## src/rtl/rdrs_div.sv

```systemverilog
// pipelined restoring divider, one quotient bit per stage
module rdrs_div #(
  parameter int NUM_W = 27,
  parameter int DEN_W = 13,
  parameter int SB_W  = 1
) (
  input  logic             clk,
  input  logic             rst,
  input  logic             en,
  input  logic [NUM_W-1:0] num,
  input  logic [DEN_W-1:0] den,
  input  logic [SB_W-1:0]  sb_in,
  output logic [NUM_W-1:0] quo,
  output logic [SB_W-1:0]  sb_out
);

  logic [DEN_W-1:0] rem_r [NUM_W];
  logic [NUM_W-1:0] quo_r [NUM_W];
  logic [NUM_W-1:0] num_r [NUM_W];
  logic [DEN_W-1:0] den_r [NUM_W];
  logic [SB_W-1:0]  sb_r  [NUM_W];

  for (genvar k = 0; k < NUM_W; k++) begin : g_stage
    logic [DEN_W-1:0] rem_in;
    logic [DEN_W-1:0] den_in;
    logic [NUM_W-1:0] quo_in;
    logic [NUM_W-1:0] num_in;
    logic [SB_W-1:0]  sb_i;
    logic [DEN_W:0]   trial;
    logic [DEN_W:0]   diff;
    logic             fits;

    if (k == 0) begin : g_first
      assign rem_in = '0;
      assign quo_in = '0;
      assign num_in = num;
      assign den_in = den;
      assign sb_i   = sb_in;
    end else begin : g_next
      assign rem_in = rem_r[k-1];
      assign quo_in = quo_r[k-1];
      assign num_in = num_r[k-1];
      assign den_in = den_r[k-1];
      assign sb_i   = sb_r[k-1];
    end

    assign trial = {rem_in, num_in[NUM_W-1-k]};
    assign diff  = trial - {1'b0, den_in};
    assign fits  = trial >= {1'b0, den_in};

    always_ff @(posedge clk) begin
      if (rst) begin
        sb_r[k] <= '0;
      end else if (en) begin
        sb_r[k] <= sb_i;
      end
    end

    always_ff @(posedge clk) begin
      if (en) begin
        num_r[k] <= num_in;
        den_r[k] <= den_in;
        rem_r[k] <= fits ? diff[DEN_W-1:0] : trial[DEN_W-1:0];
        quo_r[k] <= {quo_in[NUM_W-2:0], fits};
      end
    end
  end

  assign quo    = quo_r[NUM_W-1];
  assign sb_out = sb_r[NUM_W-1];

endmodule

```

## config.mk

```make
export PLATFORM = sky130hd
export DESIGN_NAME = rdrs_div
export DESIGN_NICKNAME = d
export VERILOG_FILES = /design/src/rtl/rdrs_div.sv
export SDC_FILE = /design/constraint.sdc
export NUM_CORES = 2
export LEC_CHECK = 0
export BUFFER_PORTS_ARGS = -buffer_cell sky130_fd_sc_hd__buf_2
export CAP_MARGIN = 20
export CORE_ASPECT_RATIO = 1.25
export CORE_MARGIN = 3
export CORE_UTILIZATION = 38
export DETAILED_ROUTE_END_ITERATION = 6
export HOLD_SLACK_MARGIN = 0.05
export PLACE_DENSITY = 0.62
export SLEW_MARGIN = 20
export SYNTH_ARGS = -nofsm -noshare
export SYNTH_HDL_FRONTEND = slang
export SYNTH_SLANG_ARGS = --single-unit
```

## constraint.sdc

```tcl
create_clock -name clk -period 5 [get_ports clk]
set_input_delay 1 -clock clk [delete_from_list [all_inputs] [get_ports clk]]
set_output_delay 1 -clock clk [all_outputs]
set_load 0.01 [all_outputs]
```

==> metrics.yaml <==
clock_tree:
  clk_pin_slew_worst_paths_ns: 0.06
  setup_repair_bufs_after_cts: 0
  numClockSinks: 1432
  ctsHtreeMaxLevel: 4
  post_cts_hold_buffer_count: 0
  tritoncts_clock_tree: "built"
  skew_pair_late_insertion_delay_ns: 0.77
  cts_max_path_buffers: 3
  clock_root_cell: "sky130_fd_sc_hd__clkbuf_16"
  cts_resized: 0
  cts_made_buffers: 151
synthesis:
  cell_count_after_synthesis: 4369
  yosys_warnings: 0
  synth-seq-area-share: 0.688
  post-synth-top-area-cell: "sky130_fd_sc_hd__edfxtp_1"
  commonest_cells_in_the_netlist: "1,432 x sky130_fd_sc_hd__edfxtp_1, 444 x sky130_fd_sc_hd__inv_1, 340 x sky130_fd_sc_hd__ha_1"
  async_reset_ff_frac: 0
  mappedNetlistArea_sq_um: 62500
  synth_top_cells_by_area: "sky130_fd_sc_hd__edfxtp_1 69%, sky130_fd_sc_hd__ha_1 6.8%, sky130_fd_sc_hd__inv_1 2.7%"
  netlist.area_leader.share: 0.688
  postSynthAreaPerCell_sq_um: 14.3
  synth_ff_type: "sky130_fd_sc_hd__edfxtp_1"
  synth_enable_flop_cells: 1432
  ys_seq_elements: 1432
  synthMostInstantiatedCell: "sky130_fd_sc_hd__edfxtp_1"
  synth.lib_cells_used.distinct: 69
  syn-num-nets: 4778
worst_hold_path:
  classification_of_the_worst_slack_hold_path: "input port to flip-flop"
  worst_hold_path_cell_count: 1
detailed_routing:
  post_drt_wl_per_cell_um: 15.5
  drtAntennaViolNets: 0
  via_density_per_instance: 4.87
  postRouteWirelength_um: 106000
  dr.pass1.iters: 5
  drc: 0
  drt-initial-drc-count: 1861
  via_count: 33410
die:
  rows: 165
  io_pins: 72
  core-area_sq_um: 163000
  floorplan.die_area_sq_um: 169000
  floorplan.initialDensity: 0.384
  fp.dieH_um: 459
  die_width_um: 369
worst_setup_path:
  critical_path_buf_inv_count: 2
  r2r-end: "rem_r[12][3]"
  ff2ff_setup_slack_ns: 1.49
  timing.critical_path.required_ns: 5.50
  r2r_cells: 11
  critical_path.startpoint_type: "flip-flop"
  worstSetupPathDepth: 11
  crit_slowest_cell: "sky130_fd_sc_hd__a41oi_2"
  nature_of_the_critical_path_endpoint: "flip-flop"
  cp-endpoint: "rem_r[12][3]"
  worstPathMaxFanout: 14
  timing.rr.start: "num_r[11][14]"
  timing.critical_path.slowest_cell_delay_ns: 0.75
  crit_path_cell_trace: "inv_1 -> ha_1 -> inv_1 -> fa_1 -> a21oi_1 -> o21ai_0 -> a21oi_1 -> o21a_1 -> o31ai_1 -> a41oi_2 -> mux2_2"
  timing.critical_path.arrival_ns: 4.02
  critical_path.top_delay_family: "compound AO/OA/AOI/OAI gates"
  setup.worst_path.class: "flip-flop to flip-flop"
  worst_setup_path_startpoint: "num_r[11][14]"
grt:
  grtUsageMet1: 0.138
  grt_first_pass_wirelength_um: 173000
  grt_use_met2: 0.234
  grt_antenna_before_repair: 1
  grt.busiest_layer: "met2"
  grt_start_max_net_pins: 155
  grt.total_usage: 0.126
  grt_use_met3: 0.0244
  first_global_vias: 34298
  total_overflow_reported_by_the_global_router: 0
timing:
  report.final.setup_viol: 0
  relSlewSlack: 0.362
  rsz0062_at_grt: "false"
  clock-skew-final_ns: 0.0260
  timing.final.crit_period_ns: 3.51
  finalCritPeriodShare: 0.703
  timing_max_transition_violations_final: 0
  fmaxAchievable_mhz: 285
  setup_tns_ns: 0
  tightest_slew_ns: 0.949
  hold_viol_final: 0
pwr:
  static-leakage-power_nw: 27.1
  ir_drop_v: 0.000261
  cellPowerDensity_nw_per_um2: 580
layout:
  finalNetCount: 4977
  final_layout_size_suffix_gt1_frac: 0.102
  layout.cell_area.non_filler_sq_um: 70600
  syn2layout_area_growth_pct: 12.9
placement:
  post_dp_cell_area_sq_um: 65800
  io_buffer_count: 71
  place_hpwl_um: 72100
  gp_routability_congestion: 0.884
outcome:
  run_status: "finished clean"
flow_run:
  max_cap_viol_count: 0
==> flip-flops by register name, summed over array words and instances (netlist names) <==
signal	flops
sb_r	27
den_r	338
quo_r	378
num_r	351
rem_r	338
==> layout by cell type (no fill, tap or decap), types with 31 or more instances in the layout <==
cell | Yosys | final
sky130_fd_sc_hd__mux2_2 | 100 | 100
sky130_fd_sc_hd__nand4_1 | 37 | 37
sky130_fd_sc_hd__and2_1 | 32 | 32
sky130_fd_sc_hd__nand3_1 | 41 | 41
sky130_fd_sc_hd__nand2_1 | 297 | 297
sky130_fd_sc_hd__inv_1 | 444 | 444
sky130_fd_sc_hd__clkbuf_16 | 0 | 156
sky130_fd_sc_hd__buf_2 | 19 | 70
sky130_fd_sc_hd__o21ai_0 | 274 | 274
sky130_fd_sc_hd__nor3_1 | 71 | 71
sky130_fd_sc_hd__a21oi_1 | 215 | 215
sky130_fd_sc_hd__o21a_1 | 37 | 37
sky130_fd_sc_hd__nor2b_1 | 34 | 33
sky130_fd_sc_hd__xor2_1 | 112 | 112
sky130_fd_sc_hd__a21o_1 | 108 | 108
sky130_fd_sc_hd__clkinv_1 | 0 | 34
sky130_fd_sc_hd__ha_1 | 340 | 340
sky130_fd_sc_hd__xnor2_1 | 121 | 121
sky130_fd_sc_hd__nand2b_1 | 66 | 66
sky130_fd_sc_hd__o21bai_1 | 31 | 31
sky130_fd_sc_hd__nor2_1 | 195 | 195
sky130_fd_sc_hd__edfxtp_1 | 1432 | 1432
==> worst min-delay path by stage <==
stage | start | end | slack, ns
floorplan | num_r[9][0] | num_r[10][0] | 0.40
global placement | num_r[7][6] | num_r[8][6] | 0.40
detailed placement | num_r[10][0] | num_r[11][0] | 0.40
CTS | num[20] | num_r[0][20] | 0.30
global route | num[25] | num_r[0][25] | 0.33
finish | num[25] | num_r[0][25] | 0.40
==> report_power, final <==
group / internal [W] / switching (W) / total, W
combinational: 0.00567 / 0.00696 / 0.0126
sequential: 0.0163 / 0.00112 / 0.0174
clock: 0.00637 / 0.00455 / 0.0109
total: 0.0283 / 0.0126 / 0.0410
==> worst register-to-register path: stages, from the launching register on <==
cell	delay (ns)
sky130_fd_sc_hd__edfxtp_1	0.37
sky130_fd_sc_hd__inv_1	0.08
sky130_fd_sc_hd__ha_1	0.17
sky130_fd_sc_hd__inv_1	0.06
sky130_fd_sc_hd__fa_1	0.40
sky130_fd_sc_hd__a21oi_1	0.23
sky130_fd_sc_hd__o21ai_0	0.13
sky130_fd_sc_hd__a21oi_1	0.34
sky130_fd_sc_hd__o21a_1	0.21
sky130_fd_sc_hd__o31ai_1	0.10
sky130_fd_sc_hd__a41oi_2	0.75
sky130_fd_sc_hd__mux2_2	0.42
==> per-layer routing <==
metal / share of wire / vias up
met4: 0.040 / 0
met2: 0.53 / 549
met3: 0.035 / 260
met1: 0.39 / 16076
li1: - / 16525
met5: 0 / -
==> final cells by class <==
type,instances,area (sq um)
Antenna cell,1,2.50
Clock buffer,178,3990
Clock inverter,91,837
Fill cell,14628,92100
Inverter,448,1680
Multi-Input combinational cell,2426,17600
Sequential cell,1432,43000
Tap cell,2171,2720
Timing Repair Buffer,109,756
==> per-stage QoR <==
step / worst slack, ns / utilization / hold slack (ns) / cells / total power (W)
floorplan: 2.10 / - / 0.400 / 4369 / 0.0271
global placement: 1.46 / 0.404 / 0.400 / 6586 / 0.0300
detailed placement: 1.43 / 0.404 / 0.405 / 6586 / 0.0303
CTS: 1.42 / 0.434 / 0.304 / 6855 / 0.0415
global route: 1.29 / 0.434 / 0.330 / 6856 / 0.0438
finish: 1.49 / 0.434 / 0.400 / 6856 / 0.0410
==> cell families (layout without fill, tap and decap cells) <==
family,after synthesis,count (layout),share of synthesized area
AND/OR/NAND/NOR,846,846,0.0635
adder cells (fa/ha/maj),365,365,0.0761
AO/OA/AOI/OAI,851,851,0.0851
XOR/XNOR,233,233,0.0326
multiplexers,131,131,0.0236
other,0,1,0
buffers and inverters,511,826,0.0312
flip-flops,1432,1432,0.688
Note: power is estimated with default switching activity, not from simulation.
