==> src/rtl/rdrs_pkg.sv <==
// shared constants, types and helpers of the ray setup pipeline
package rdrs_pkg;

  localparam int FRAC_BITS = 16;
  localparam int MAP_BITS  = 8;
  localparam int DIR_FRAC  = 14;

  localparam int COL_W    = 12;
  localparam int WIDTH_W  = 13;
  localparam int POS_W    = 24;
  localparam int DIR_W    = 16;
  localparam int RAY_W    = 18;
  localparam int CELL_W   = 8;
  localparam int DIST_W   = MAP_BITS + FRAC_BITS;
  localparam int STEP_W   = 2;
  localparam int CFG_W    = 24;
  localparam int CFG_IDX_W = 3;

  // camera divider: (column * 2^15) / width
  localparam int CAM_NUM_W = COL_W + DIR_FRAC + 1;
  localparam int CAM_W     = CAM_NUM_W + 1;
  localparam int PROD_W    = DIR_W + CAM_W;
  localparam int SUM_W     = PROD_W - DIR_FRAC + 1;

  // reciprocal divider: 2^(14+FRAC) / |ray|
  localparam int RCP_NUM_W = DIR_FRAC + FRAC_BITS + 1;
  localparam int MAG_W     = RAY_W;

  localparam int F_W      = FRAC_BITS + 1;
  localparam int SPROD_W  = F_W + DIST_W;

  localparam logic [CFG_IDX_W-1:0] REG_SCREEN_WIDTH = 3'd0;
  localparam logic [CFG_IDX_W-1:0] REG_PLAYER_X     = 3'd1;
  localparam logic [CFG_IDX_W-1:0] REG_PLAYER_Y     = 3'd2;
  localparam logic [CFG_IDX_W-1:0] REG_VIEW_DIR_X   = 3'd3;
  localparam logic [CFG_IDX_W-1:0] REG_VIEW_DIR_Y   = 3'd4;
  localparam logic [CFG_IDX_W-1:0] REG_CAM_PLANE_X  = 3'd5;
  localparam logic [CFG_IDX_W-1:0] REG_CAM_PLANE_Y  = 3'd6;

  localparam logic [STEP_W-1:0] STEP_POS = 2'b01;
  localparam logic [STEP_W-1:0] STEP_NEG = 2'b11;

  // lowest field last so it lands in the lowest bits
  typedef struct packed {
    logic [DIST_W-1:0]       side_y;
    logic [DIST_W-1:0]       side_x;
    logic [STEP_W-1:0]       step_dir_y;
    logic [STEP_W-1:0]       step_dir_x;
    logic [DIST_W-1:0]       delta_y;
    logic [DIST_W-1:0]       delta_x;
    logic [CELL_W-1:0]       cell_y;
    logic [CELL_W-1:0]       cell_x;
    logic signed [RAY_W-1:0] ray_y;
    logic signed [RAY_W-1:0] ray_x;
  } rdrs_result_t;

  function automatic logic signed [RAY_W-1:0] sat_ray(input logic signed [SUM_W-1:0] s);
    logic signed [SUM_W-1:0] hi;
    logic signed [SUM_W-1:0] lo;
    hi = SUM_W'((64'sd1 <<< (RAY_W - 1)) - 64'sd1);
    lo = -SUM_W'(64'sd1 <<< (RAY_W - 1));
    if (s > hi) begin
      return {1'b0, {(RAY_W-1){1'b1}}};
    end else if (s < lo) begin
      return {1'b1, {(RAY_W-1){1'b0}}};
    end
    return s[RAY_W-1:0];
  endfunction

endpackage

==> src/rtl/rdrs_ray.sv <==
// camera offset, plane product and saturated ray direction, three stages
module rdrs_ray (
  input  logic                                  clk,
  input  logic                                  rst,
  input  logic                                  en,
  input  logic                                  in_valid,
  input  logic [rdrs_pkg::CAM_NUM_W-1:0]        quo,
  input  logic signed [rdrs_pkg::DIR_W-1:0]     view_dir_x,
  input  logic signed [rdrs_pkg::DIR_W-1:0]     view_dir_y,
  input  logic signed [rdrs_pkg::DIR_W-1:0]     cam_plane_x,
  input  logic signed [rdrs_pkg::DIR_W-1:0]     cam_plane_y,
  output logic                                  out_valid,
  output logic signed [rdrs_pkg::RAY_W-1:0]     ray_x,
  output logic signed [rdrs_pkg::RAY_W-1:0]     ray_y
);

  localparam logic signed [rdrs_pkg::CAM_W-1:0] CAM_ONE =
    rdrs_pkg::CAM_W'(64'sd1 <<< rdrs_pkg::DIR_FRAC);

  logic                                 v1;
  logic                                 v2;
  logic signed [rdrs_pkg::CAM_W-1:0]    cam;
  logic signed [rdrs_pkg::PROD_W-1:0]   prod_x;
  logic signed [rdrs_pkg::PROD_W-1:0]   prod_y;
  logic signed [rdrs_pkg::SUM_W-1:0]    sum_x;
  logic signed [rdrs_pkg::SUM_W-1:0]    sum_y;

  always_ff @(posedge clk) begin
    if (rst) begin
      v1        <= 1'b0;
      v2        <= 1'b0;
      out_valid <= 1'b0;
    end else if (en) begin
      v1        <= in_valid;
      v2        <= v1;
      out_valid <= v2;
    end
  end

  // floor shift of the product: drop the low fraction bits
  assign sum_x = rdrs_pkg::SUM_W'(view_dir_x) +
                 rdrs_pkg::SUM_W'($signed(prod_x[rdrs_pkg::PROD_W-1:rdrs_pkg::DIR_FRAC]));
  assign sum_y = rdrs_pkg::SUM_W'(view_dir_y) +
                 rdrs_pkg::SUM_W'($signed(prod_y[rdrs_pkg::PROD_W-1:rdrs_pkg::DIR_FRAC]));

  always_ff @(posedge clk) begin
    if (en) begin
      cam    <= $signed({1'b0, quo}) - CAM_ONE;
      prod_x <= cam_plane_x * cam;
      prod_y <= cam_plane_y * cam;
      ray_x  <= rdrs_pkg::sat_ray(sum_x);
      ray_y  <= rdrs_pkg::sat_ray(sum_y);
    end
  end

endmodule

==> config.mk <==
export PLATFORM = sky130hd
export DESIGN_NAME = rdrs_ray
export DESIGN_NICKNAME = d
export VERILOG_FILES = /design/src/rtl/rdrs_pkg.sv /design/src/rtl/rdrs_ray.sv
export SDC_FILE = /design/constraint.sdc
export NUM_CORES = 2
export LEC_CHECK = 0
export BUFFER_PORTS_ARGS = -buffer_cell sky130_fd_sc_hd__buf_2
export CAP_MARGIN = 10
export CORE_MARGIN = 2
export CORE_UTILIZATION = 35
export CTS_CLUSTER_DIAMETER = 200
export DETAILED_ROUTE_END_ITERATION = 6
export PLACE_DENSITY = 0.54
export SLEW_MARGIN = 20
export SYNTH_ARGS = -nofsm -noshare
export SYNTH_HDL_FRONTEND = slang
export SYNTH_SLANG_ARGS = --single-unit
==> constraint.sdc <==
create_clock -name clk -period 9.69 [get_ports clk]
set_input_delay 0.969 -clock clk [delete_from_list [all_inputs] [get_ports clk]]
set_output_delay 0.969 -clock clk [all_outputs]
set_load 0.05 [all_outputs]
==> impl_metrics.toml <==
[yosys]
syn-instance-count = 4147
postSynth.asyncResetShare_pct = 0
synth_ff_type = "edfxtp_1"
synth_seq_area_share_pct = 9.88
syn_area_mm2 = 0.0383
avgSynthCellArea_um2 = 9.24
synth_warnings = 0
synth_cell_types = 79
synth_fp_nets = 5369
ys_ff_latch = 127
synth_enable_flop_cells = 124

[place]
port-buffer-count = 131
dp.final_hpwl_um = 72000
place.gp.congestion = 0.822

[timing]
post-route-min-period_ns = 7.55
final-setup-viol-count = 0
finClkSkew_ns = 0.0207
fmax_mhz = 132
grt_setup_unrepaired = "no"
setup_tns_ns = 0
fin_crit_sh_pct = 77.9
worst_pin_slew_ns = 1.15
hold_violations = 0
slew_headroom_pct = 23.5
drv_slew = 0

[setup_path]
critical_path_required_ns = 10.08
cpMostUsedCell = "fa_1"
cpPeakStageDelay_ns = 1.01
critPathKind = "reg2reg"
critPathMaxFanout = 22
crit_chain = "buf_4 > and2_1 > fa_1 > inv_1 > fa_1 > fa_1 > fa_1 > inv_1 > fa_1 > inv_1 > fa_1 > inv_1 > ha_1 > nand3_1 > a2111oi_0 > a22oi_1 > a21boi_0 > o31a_1 > o21ai_0 > o31a_1 > nor3_1 > o22a_1 > o221a_2"
startpoint_type = "flip-flop"
worstSetupEndpointType = "flip-flop"
crit_arrival_ns = 7.94
crit_path_top_delay_cell = "edfxtp_1"

[detailed_routing]
drt_iter0_drc = 1400
wl_met1_um = 41100
drc_errors = 0
wl_per_cell_um = 16.3
met2_length_um = 45100
dr.pass1.iters = 5
avgViaCountPerCell = 4.85
drtAntennaViolNets = 0
postRouteWirelength_um = 90600
top_layer_used = "met5"
wl_met3_um = 3280
vias = 27044

[clocking]
cts_resized = 0
postCtsSetupRepairBufs = 0
cts_made_buffers = 17
root_buffer = "clkbuf_16"
clkTransAtPathRegs_ns = 0.07
clk_path_buf_depth = 2
cts_sinks = 127
cts_tree = "done"
holdBufCountCts = 0
insertion_delay_ns = 0.52
h-tree-depth = 4

[final_layout]
regArea_mm2 = 0.00378
mostFrequentLayoutCell = "inv_1"
layout.nets = 5369
fill_cells = 11207
multiInputGateArea_mm2 = 0.0301
area_growth_pct = 6.66
drive_gt1_share_pct = 5.58
num_antenna_cells = 0
final_cell_mix = "inv_1 (993), fa_1 (860), nand2_1 (545), and2_1 (361), ha_1 (267)"

[global_routing]
grt_max_degree = 67
grt_pass1_wl_um = 154000
grtUsageTotal_pct = 17.3
grt_pass1_vias = 29124
gr-total-overflow = 0
antenna_found_initial = 7

[die]
start_util_pct = 35.2
rows = 121
pin_count = 132
dieArea_mm2 = 0.112
core_mm2 = 0.109
die_h_um = 335
die_width_um = 335

[min_path]
hold_class = "reg2reg"

[flow_run]
max-cap-violations = 0

[run_status]
status = "finished clean"
cell type report:
type | instances | area share (%)
Clock buffer | 18 | 1.07
Timing Repair Buffer | 169 | 2.38
Clock inverter | 14 | 0.263
Sequential cell | 127 | 9.26
Tap cell | 1414 | 4.33
Multi-Input combinational cell | 2839 | 73.6
Inverter | 993 | 9.12
sequential cells by signal, indices dropped and copies added (netlist names):
register / flops
cam: 28
out_valid: 1
prod_x: 30
prod_y: 30
ray_x: 18
ray_y: 18
v1: 1
v2: 1
logic make-up after synthesis:
group                    share of synthesized area (%)
AO/OA/AOI/OAI                                     6.51
XOR/XNOR                                          2.86
adder cells (fa/ha/maj)                           53.7
buffers and inverters                             11.7
flip-flops                                        9.88
multiplexers                                     0.157
AND/OR/NAND/NOR                                   15.3
layer usage:
layer	vias up	track usage, %
met5	-	0
met4	10	3.42
met3	64	2.03
met2	451	29.7
met1	14105	23.6
li1	12414	-
final timing paths:
check / from / end / slack, ns / cells past startpoint
max: cam[6] / prod_y[41] / 2.14 / 23
min: out_valid / out_valid / 0.49 / 2
max reg2reg: cam[6] / prod_y[41] / 2.14 / 23
min reg2reg: out_valid / out_valid / 0.49 / 2
Yosys cell counts (all sizes together), types with 21 or more instances:
cell    count  area share [%]
a21o       60             1.2
a21oi      96             1.3
and2      361             5.9
buf        26            0.33
clkbuf    162             1.6
edfxtp    124             9.7
fa        860              45
ha        267             8.7
inv       993             9.7
nand2     545             5.3
nand2b     22            0.36
nand3      31            0.41
nand4      26            0.42
nor2      127             1.2
nor3       32            0.43
o21a       21            0.41
o21ai      82             1.1
xnor2      81             1.9
xor2       44             1.0
metrics by stage:
stage	worst slack, ns	hold WS (ns)	instances	utilization [%]	instance area, um^2
after detailed placement	1.71	0.480	5540	37.0	40300
after global routing	1.58	0.519	5574	37.6	40900
after global placement	1.70	0.481	5540	37.0	40300
after CTS	2.12	0.502	5572	37.5	40800
final	2.14	0.490	5574	37.6	40900
after floorplan	2.40	0.460	4147	-	38300
worst max-delay path: cells and delay by family, from the launching register on:
kind                       cells  cell delay [ns]
DFF                            1             1.01
AOI/OAI and AO/OA              8             2.20
adders and majority gates      7             3.09
and+or+nand+nor                3             0.55
buffers and inverters          5             0.57
Power is left out: the tool's default activity adds up to more than one toggle a clock period on the data nets, which glitch-free logic cannot reach.
