<file path="src/rtl/rdrs_pkg.sv">
// shared constants, types and helpers of the ray setup pipeline
package rdrs_pkg;

  localparam int FRAC_BITS = 16;
  localparam int MAP_BITS  = 8;
  localparam int DIR_FRAC  = 14;

  localparam int COL_W    = 12;
  localparam int WIDTH_W  = 13;
  localparam int POS_W    = 24;
  localparam int DIR_W    = 16;
  localparam int RAY_W    = 18;
  localparam int CELL_W   = 8;
  localparam int DIST_W   = MAP_BITS + FRAC_BITS;
  localparam int STEP_W   = 2;
  localparam int CFG_W    = 24;
  localparam int CFG_IDX_W = 3;

  // camera divider: (column * 2^15) / width
  localparam int CAM_NUM_W = COL_W + DIR_FRAC + 1;
  localparam int CAM_W     = CAM_NUM_W + 1;
  localparam int PROD_W    = DIR_W + CAM_W;
  localparam int SUM_W     = PROD_W - DIR_FRAC + 1;

  // reciprocal divider: 2^(14+FRAC) / |ray|
  localparam int RCP_NUM_W = DIR_FRAC + FRAC_BITS + 1;
  localparam int MAG_W     = RAY_W;

  localparam int F_W      = FRAC_BITS + 1;
  localparam int SPROD_W  = F_W + DIST_W;

  localparam logic [CFG_IDX_W-1:0] REG_SCREEN_WIDTH = 3'd0;
  localparam logic [CFG_IDX_W-1:0] REG_PLAYER_X     = 3'd1;
  localparam logic [CFG_IDX_W-1:0] REG_PLAYER_Y     = 3'd2;
  localparam logic [CFG_IDX_W-1:0] REG_VIEW_DIR_X   = 3'd3;
  localparam logic [CFG_IDX_W-1:0] REG_VIEW_DIR_Y   = 3'd4;
  localparam logic [CFG_IDX_W-1:0] REG_CAM_PLANE_X  = 3'd5;
  localparam logic [CFG_IDX_W-1:0] REG_CAM_PLANE_Y  = 3'd6;

  localparam logic [STEP_W-1:0] STEP_POS = 2'b01;
  localparam logic [STEP_W-1:0] STEP_NEG = 2'b11;

  // lowest field last so it lands in the lowest bits
  typedef struct packed {
    logic [DIST_W-1:0]       side_y;
    logic [DIST_W-1:0]       side_x;
    logic [STEP_W-1:0]       step_dir_y;
    logic [STEP_W-1:0]       step_dir_x;
    logic [DIST_W-1:0]       delta_y;
    logic [DIST_W-1:0]       delta_x;
    logic [CELL_W-1:0]       cell_y;
    logic [CELL_W-1:0]       cell_x;
    logic signed [RAY_W-1:0] ray_y;
    logic signed [RAY_W-1:0] ray_x;
  } rdrs_result_t;

  function automatic logic signed [RAY_W-1:0] sat_ray(input logic signed [SUM_W-1:0] s);
    logic signed [SUM_W-1:0] hi;
    logic signed [SUM_W-1:0] lo;
    hi = SUM_W'((64'sd1 <<< (RAY_W - 1)) - 64'sd1);
    lo = -SUM_W'(64'sd1 <<< (RAY_W - 1));
    if (s > hi) begin
      return {1'b0, {(RAY_W-1){1'b1}}};
    end else if (s < lo) begin
      return {1'b1, {(RAY_W-1){1'b0}}};
    end
    return s[RAY_W-1:0];
  endfunction

endpackage

</file>
<file path="src/rtl/rdrs_side.sv">
// delta saturation, step sign and side distance, three stages
module rdrs_side (
  input  logic                                  clk,
  input  logic                                  rst,
  input  logic                                  en,
  input  logic                                  in_valid,
  input  logic [rdrs_pkg::RCP_NUM_W-1:0]        quo_x,
  input  logic [rdrs_pkg::RCP_NUM_W-1:0]        quo_y,
  input  logic signed [rdrs_pkg::RAY_W-1:0]     ray_x,
  input  logic signed [rdrs_pkg::RAY_W-1:0]     ray_y,
  input  logic [rdrs_pkg::POS_W-1:0]            player_x,
  input  logic [rdrs_pkg::POS_W-1:0]            player_y,
  output logic                                  out_valid,
  output rdrs_pkg::rdrs_result_t                result
);

  localparam logic [rdrs_pkg::F_W-1:0] ONE = rdrs_pkg::F_W'(1) << rdrs_pkg::FRAC_BITS;

  logic                               v1;
  logic                               v2;
  logic [rdrs_pkg::DIST_W-1:0]        dx1, dy1, dx2, dy2;
  logic [rdrs_pkg::F_W-1:0]           fx1, fy1;
  logic signed [rdrs_pkg::RAY_W-1:0]  rx1, ry1, rx2, ry2;
  logic [rdrs_pkg::SPROD_W-1:0]       px2, py2;
  logic [rdrs_pkg::DIST_W-1:0]        dx_sat, dy_sat;
  logic [rdrs_pkg::F_W-1:0]           fx_next, fy_next;
  logic [rdrs_pkg::FRAC_BITS-1:0]     frac_x, frac_y;

  assign dx_sat = (|quo_x[rdrs_pkg::RCP_NUM_W-1:rdrs_pkg::DIST_W]) ?
                  '1 : quo_x[rdrs_pkg::DIST_W-1:0];
  assign dy_sat = (|quo_y[rdrs_pkg::RCP_NUM_W-1:rdrs_pkg::DIST_W]) ?
                  '1 : quo_y[rdrs_pkg::DIST_W-1:0];

  assign frac_x  = player_x[rdrs_pkg::FRAC_BITS-1:0];
  assign frac_y  = player_y[rdrs_pkg::FRAC_BITS-1:0];
  assign fx_next = ray_x[rdrs_pkg::RAY_W-1] ? {1'b0, frac_x} : ONE - {1'b0, frac_x};
  assign fy_next = ray_y[rdrs_pkg::RAY_W-1] ? {1'b0, frac_y} : ONE - {1'b0, frac_y};

  always_ff @(posedge clk) begin
    if (rst) begin
      v1        <= 1'b0;
      v2        <= 1'b0;
      out_valid <= 1'b0;
    end else if (en) begin
      v1        <= in_valid;
      v2        <= v1;
      out_valid <= v2;
    end
  end

  always_ff @(posedge clk) begin
    if (en) begin
      dx1 <= dx_sat;
      dy1 <= dy_sat;
      fx1 <= fx_next;
      fy1 <= fy_next;
      rx1 <= ray_x;
      ry1 <= ray_y;

      dx2 <= dx1;
      dy2 <= dy1;
      rx2 <= rx1;
      ry2 <= ry1;
      px2 <= rdrs_pkg::SPROD_W'(fx1) * rdrs_pkg::SPROD_W'(dx1);
      py2 <= rdrs_pkg::SPROD_W'(fy1) * rdrs_pkg::SPROD_W'(dy1);

      result.ray_x      <= rx2;
      result.ray_y      <= ry2;
      result.cell_x     <= rdrs_pkg::CELL_W'(player_x[rdrs_pkg::FRAC_BITS +: rdrs_pkg::MAP_BITS]);
      result.cell_y     <= rdrs_pkg::CELL_W'(player_y[rdrs_pkg::FRAC_BITS +: rdrs_pkg::MAP_BITS]);
      result.delta_x    <= dx2;
      result.delta_y    <= dy2;
      result.step_dir_x <= rx2[rdrs_pkg::RAY_W-1] ? rdrs_pkg::STEP_NEG : rdrs_pkg::STEP_POS;
      result.step_dir_y <= ry2[rdrs_pkg::RAY_W-1] ? rdrs_pkg::STEP_NEG : rdrs_pkg::STEP_POS;
      // product over one cell length, saturated to the map range
      result.side_x <= px2[rdrs_pkg::SPROD_W-1] ? '1 :
                       px2[rdrs_pkg::SPROD_W-2:rdrs_pkg::FRAC_BITS];
      result.side_y <= py2[rdrs_pkg::SPROD_W-1] ? '1 :
                       py2[rdrs_pkg::SPROD_W-2:rdrs_pkg::FRAC_BITS];
    end
  end

endmodule

</file>
<file path="config.mk">
export PLATFORM = sky130hd
export DESIGN_NAME = rdrs_side
export DESIGN_NICKNAME = d
export VERILOG_FILES = /design/src/rtl/rdrs_pkg.sv /design/src/rtl/rdrs_side.sv
export SDC_FILE = /design/constraint.sdc
export NUM_CORES = 2
export LEC_CHECK = 0
export BUFFER_PORTS_ARGS = -buffer_cell sky130_fd_sc_hd__clkbuf_2
export CAP_MARGIN = 0
export CORE_UTILIZATION = 57
export DETAILED_ROUTE_END_ITERATION = 10
export PLACE_DENSITY = 0.78
export SYNTH_ARGS = -nofsm -noshare
export SYNTH_HDL_FRONTEND = slang
export SYNTH_SLANG_ARGS = --single-unit
</file>
<file path="constraint.sdc">
create_clock -name clk -period 5.6 [get_ports clk]
set_input_delay 1.12 -clock clk [delete_from_list [all_inputs] [get_ports clk]]
set_output_delay 1.12 -clock clk [all_outputs]
set_load 0.01 [all_outputs]
</file>
==> impl.org <==
** Outcome
- Result of the run :: finished, violations left
- The checks that failed: setup timing.

** Clock tree
- Clock-pin slew was measured on the worst setup and hold paths at around 0.07 ns.
- Clock tree from TritonCTS :: built
- At the later pin of the worst-skew pair, clock insertion delay measures between 0.6 and 0.7 ns.
- Counting along the longest clock path gives a buffer depth of 3.
- Number of CTS-inserted buffers :: 46
- Sink count of the clock tree :: roughly 400
- The H-tree was split into 2 levels.
- Cell chosen for the clock root :: sky130_fd_sc_hd__clkbuf_16

** Timing
- Worst relative slew slack :: 0.3392
- Unrepaired setup endpoints after global routing :: true
- Of the available clock period, the critical path in the final layout requires 1.096.
- At the pin with the least slew margin, the transition time is 0.9888 ns.
- Max Fclk :: 162.9 MHz
- Clock skew on the completed layout was measured at roughly 0.024 ns.
- Final critical path time including I/O delays and setup :: ~6 ns
- Fin. Hold Viols :: 0
- Final hold analysis gives a worst-case slack of between 0.4 and 0.5 ns.
- Crit path setup slack, layout :: -0.5398 ns
- The count of pins over their slew limit was 0.
- Setup violations remaining at the end of the flow were counted as 48.

** Layout
- Filler cell count in the final layout :: about 4600
- Layout Area Growth over Synthesis :: 22.14%
- The final layout contains about 5200 nets.
- In the final layout, the share of cells above drive strength 1 is 0.2621.

** Global routing
- The initial antenna violation count is 3.
- Number of global-route vias before repair :: between 20000 and 30000
- Global-route wire length before repair :: between 150000 and 200000 um
- For this run, global-route usage on met3 was measured as 0.07143.
- In this run the most used layer during global routing was met2.
- The total overflow left after global routing is 0.
- Global-route track usage on met1 :: 0.3634
- Met2 track demand over resource in global routing :: 0.4616
- GRT Util Overall :: 0.2822
- Largest net degree at the start of global routing :: around 120

** Logic synthesis
- Synth Area per Inst :: about 11 um2
- Ranked by total cell area, the synthesized netlist is headed by sky130_fd_sc_hd__fa_1, sky130_fd_sc_hd__edfxtp_1, sky130_fd_sc_hd__inv_1.
- Summing every instance area after synthesis gives 0.03861 mm2.
- Count of distinct cell types in the synthesized netlist :: 65
- Synthesis inferred 403 register bits.
- The Yosys step of the flow raised 0 warnings.
- Leading register cell type out of synthesis :: sky130_fd_sc_hd__edfxtp_1
- Of all cell types, the one taking the most synthesized area is sky130_fd_sc_hd__fa_1.
- Count of flip-flops with a built-in enable after synthesis :: 400
- Post-synthesis cell count :: between 3000 and 4000
- Post-synthesis sequential area ratio :: 0.3126
- Share of synthesized flip-flops with an asynchronous set or reset :: 0
- Share of Yosys cell area claimed by the top area cell type :: 0.3391

** Critical path
- The worst setup path is captured at a flip-flop.
- The worst setup path is launched from a flip-flop.
- At the worst endpoint, the arrival time is approximately 6.5 ns.
- Critical path start-end classification :: reg -> reg
- Data required, critical path :: ~6.0 ns
- Along the worst path, the maximum fanout reaches 6.

** Die
- The die is 262.3 um tall.
- The die is between 200 and 300 um wide.
- Row generation in the floorplan step produced between 90 and 100 rows.
- Initial Utilization :: 0.5759
- Core Region :: around 0.067 mm2
- between 300 and 400 I/O pins were placed.
- The floorplan step defined a die boundary enclosing just under 0.07 mm2.

** Placement
- During placement, the flow inserted port buffers numbering 300.
- At the end of routability-driven placement, the weighted congestion stood at between 0.9 and 1.
- Detailed placement finished with a half-perimeter wire length of approximately 71000 um.

** Routing
- Per-cell routed wire length :: about 18 um
- Wires add up to approximately 94000 um.
- Post-DRT Antenna Nets :: 0
- For this block, the initial DRC count from the detailed router was ~2000.
- The first TritonRoute pass finished after 5 iterations.
- The routed layout has roughly 27000 vias.
- After detailed routing, the number of vias per cell comes to ~5.3.
- DR DRC count :: 0

** Run
- Across the run, the number of max-cap violations was 0.

** Min path
- Hold WC Path Type :: reg -> reg
placed cells by master (no fill, tap or decap), types with 5 or more instances in the layout:
| cell type | netlist | layout |
|---|---|---|
| sky130_fd_sc_hd__a21o_1 | 25 | 25 |
| sky130_fd_sc_hd__a21oi_1 | 61 | 35 |
| sky130_fd_sc_hd__a21oi_2 | 1 | 19 |
| sky130_fd_sc_hd__a21oi_4 | 1 | 9 |
| sky130_fd_sc_hd__a31oi_1 | 10 | 6 |
| sky130_fd_sc_hd__and2_1 | 315 | 296 |
| sky130_fd_sc_hd__and2_4 | 1 | 20 |
| sky130_fd_sc_hd__and3_1 | 12 | 11 |
| sky130_fd_sc_hd__buf_12 | 0 | 37 |
| sky130_fd_sc_hd__buf_4 | 4 | 353 |
| sky130_fd_sc_hd__buf_6 | 0 | 52 |
| sky130_fd_sc_hd__clkbuf_1 | 133 | 7 |
| sky130_fd_sc_hd__clkbuf_16 | 0 | 47 |
| sky130_fd_sc_hd__clkbuf_2 | 0 | 299 |
| sky130_fd_sc_hd__clkinv_1 | 0 | 5 |
| sky130_fd_sc_hd__clkinv_2 | 0 | 8 |
| sky130_fd_sc_hd__edfxtp_1 | 400 | 400 |
| sky130_fd_sc_hd__fa_1 | 654 | 636 |
| sky130_fd_sc_hd__fa_2 | 0 | 18 |
| sky130_fd_sc_hd__ha_1 | 228 | 203 |
| sky130_fd_sc_hd__ha_4 | 0 | 25 |
| sky130_fd_sc_hd__inv_1 | 804 | 774 |
| sky130_fd_sc_hd__inv_2 | 0 | 30 |
| sky130_fd_sc_hd__mux2i_1 | 5 | 5 |
| sky130_fd_sc_hd__nand2_1 | 531 | 513 |
| sky130_fd_sc_hd__nand2_2 | 0 | 15 |
| sky130_fd_sc_hd__nand3_1 | 11 | 7 |
| sky130_fd_sc_hd__nor2_1 | 41 | 37 |
| sky130_fd_sc_hd__nor2b_1 | 6 | 5 |
| sky130_fd_sc_hd__nor3_1 | 18 | 14 |
| sky130_fd_sc_hd__nor4_1 | 7 | 7 |
| sky130_fd_sc_hd__o211ai_1 | 5 | 5 |
| sky130_fd_sc_hd__o21ai_1 | 7 | 5 |
| sky130_fd_sc_hd__o21ai_2 | 0 | 8 |
| sky130_fd_sc_hd__or2_2 | 98 | 97 |
| sky130_fd_sc_hd__xnor2_1 | 36 | 33 |
| sky130_fd_sc_hd__xor2_1 | 40 | 39 |
cell usage after synthesis, types with 4 or more instances:
library cell and count:
sky130_fd_sc_hd__a21oi_1 61, sky130_fd_sc_hd__mux2i_1 5, sky130_fd_sc_hd__o21bai_1 4, sky130_fd_sc_hd__fa_1 654, sky130_fd_sc_hd__a21o_1 25, sky130_fd_sc_hd__and4_1 6
sky130_fd_sc_hd__and2_1 315, sky130_fd_sc_hd__a31oi_1 10, sky130_fd_sc_hd__nand4_1 4, sky130_fd_sc_hd__nand3_1 11, sky130_fd_sc_hd__nor2b_1 6, sky130_fd_sc_hd__or2_2 98
sky130_fd_sc_hd__o21ai_0 12, sky130_fd_sc_hd__nand2b_1 4, sky130_fd_sc_hd__o21ai_1 7, sky130_fd_sc_hd__inv_1 804, sky130_fd_sc_hd__edfxtp_1 400, sky130_fd_sc_hd__xnor2_1 36
sky130_fd_sc_hd__nor2_1 41, sky130_fd_sc_hd__o211ai_1 5, sky130_fd_sc_hd__and3_1 12, sky130_fd_sc_hd__nand2_1 531, sky130_fd_sc_hd__nor4_1 7, sky130_fd_sc_hd__ha_1 228
sky130_fd_sc_hd__buf_4 4, sky130_fd_sc_hd__clkbuf_1 133, sky130_fd_sc_hd__xor2_1 40, sky130_fd_sc_hd__nor3_1 18
timing repair:
| item | in CTS | in global routing |
|---|---|---|
| gates cloned | 4 | 0 |
| buffers inserted | 66 | 32 |
| pin swaps | 69 | 64 |
| hold buffers | 0 | 0 |
| resized for setup | 169 | 93 |
| endpoints found under the setup margin | 47 | 50 |
metal layers:
layer  share of wire  vias up
met2            0.48     1246
li1                -    11990
met4           0.041        2
met3           0.097      276
met5        0.000095        -
met1            0.38    13600
final cells by class:
cell class                      instances  area, um2  area share
Antenna cell                            1      2.502  0.00005306
Clock buffer                           54       1202     0.02550
Clock inverter                         28      284.0    0.006022
Inverter                              804       3018     0.06399
Multi-Input combinational cell       2190      23950      0.5079
Sequential cell                       403      12070      0.2560
Tap cell                              873       1092     0.02316
Timing Repair Buffer                  745       5538      0.1174
critical path: stages (launching register included):
cell                       delay, ns
sky130_fd_sc_hd__edfxtp_1       0.44
sky130_fd_sc_hd__buf_12         0.17
sky130_fd_sc_hd__buf_8          0.12
sky130_fd_sc_hd__and2_4         0.13
sky130_fd_sc_hd__fa_1           0.51
sky130_fd_sc_hd__inv_2          0.04
sky130_fd_sc_hd__fa_1           0.50
sky130_fd_sc_hd__fa_1           0.53
sky130_fd_sc_hd__inv_2          0.05
sky130_fd_sc_hd__fa_1           0.51
sky130_fd_sc_hd__fa_1           0.54
sky130_fd_sc_hd__inv_2          0.05
sky130_fd_sc_hd__fa_1           0.52
sky130_fd_sc_hd__inv_2          0.06
sky130_fd_sc_hd__ha_4           0.30
sky130_fd_sc_hd__nand2_4        0.06
sky130_fd_sc_hd__o21ai_4        0.21
sky130_fd_sc_hd__o21ai_4        0.11
sky130_fd_sc_hd__a21oi_2        0.18
sky130_fd_sc_hd__buf_6          0.16
sky130_fd_sc_hd__nand3_4        0.07
sky130_fd_sc_hd__nand3b_1       0.25
sky130_fd_sc_hd__buf_4          0.17
sky130_fd_sc_hd__a21oi_2        0.05
sky130_fd_sc_hd__xnor2_1        0.12
cell families after synthesis:
kind of cell / after synthesis / synth area share
multiplexers: 8 / 0.002171
XOR/XNOR: 76 / 0.01724
AND/OR/NAND/NOR: 1069 / 0.1364
other: 1 / 0.00009712
adder cells (fa/ha/maj): 882 / 0.4130
buffers and inverters: 942 / 0.09200
flip-flops: 403 / 0.3126
AO/OA/AOI/OAI: 153 / 0.02648
sequential cells by signal, summed over array words and instances (netlist names), 24 cells and up:
name    count
dx1        24
dx2        24
dy1        24
dy2        24
px2        25
py2        25
result    148
per-stage QoR:
stage               TNS [ns]  instances  setup WS, ns  instance area, um2    util
finish                -15.76       5098       -0.5398               47160  0.7035
global route          -22.97       5097       -0.6874               47160  0.7034
CTS                   -10.89       5067       -0.4126               46600  0.6951
detailed placement    -15.85       4918       -0.5823               43810  0.6535
global placement      -10.99       4918       -0.4457               43810  0.6535
floorplan            -0.7906       3535       -0.2058               38910       -
path summary, 6_finish.rpt:
path	start	endpoint	slack, ns	depth (start not counted)
hold / removal	dx2[21]	result[73]	0.41	0
setup reg to reg	fy1[5]	py2[33]	-0.54	24
setup / recovery	fy1[5]	py2[33]	-0.54	24
hold reg to reg	dx2[21]	result[73]	0.41	0
Power is left out: the tool's default activity adds up to more than one toggle a clock period on the data nets, which glitch-free logic cannot reach.
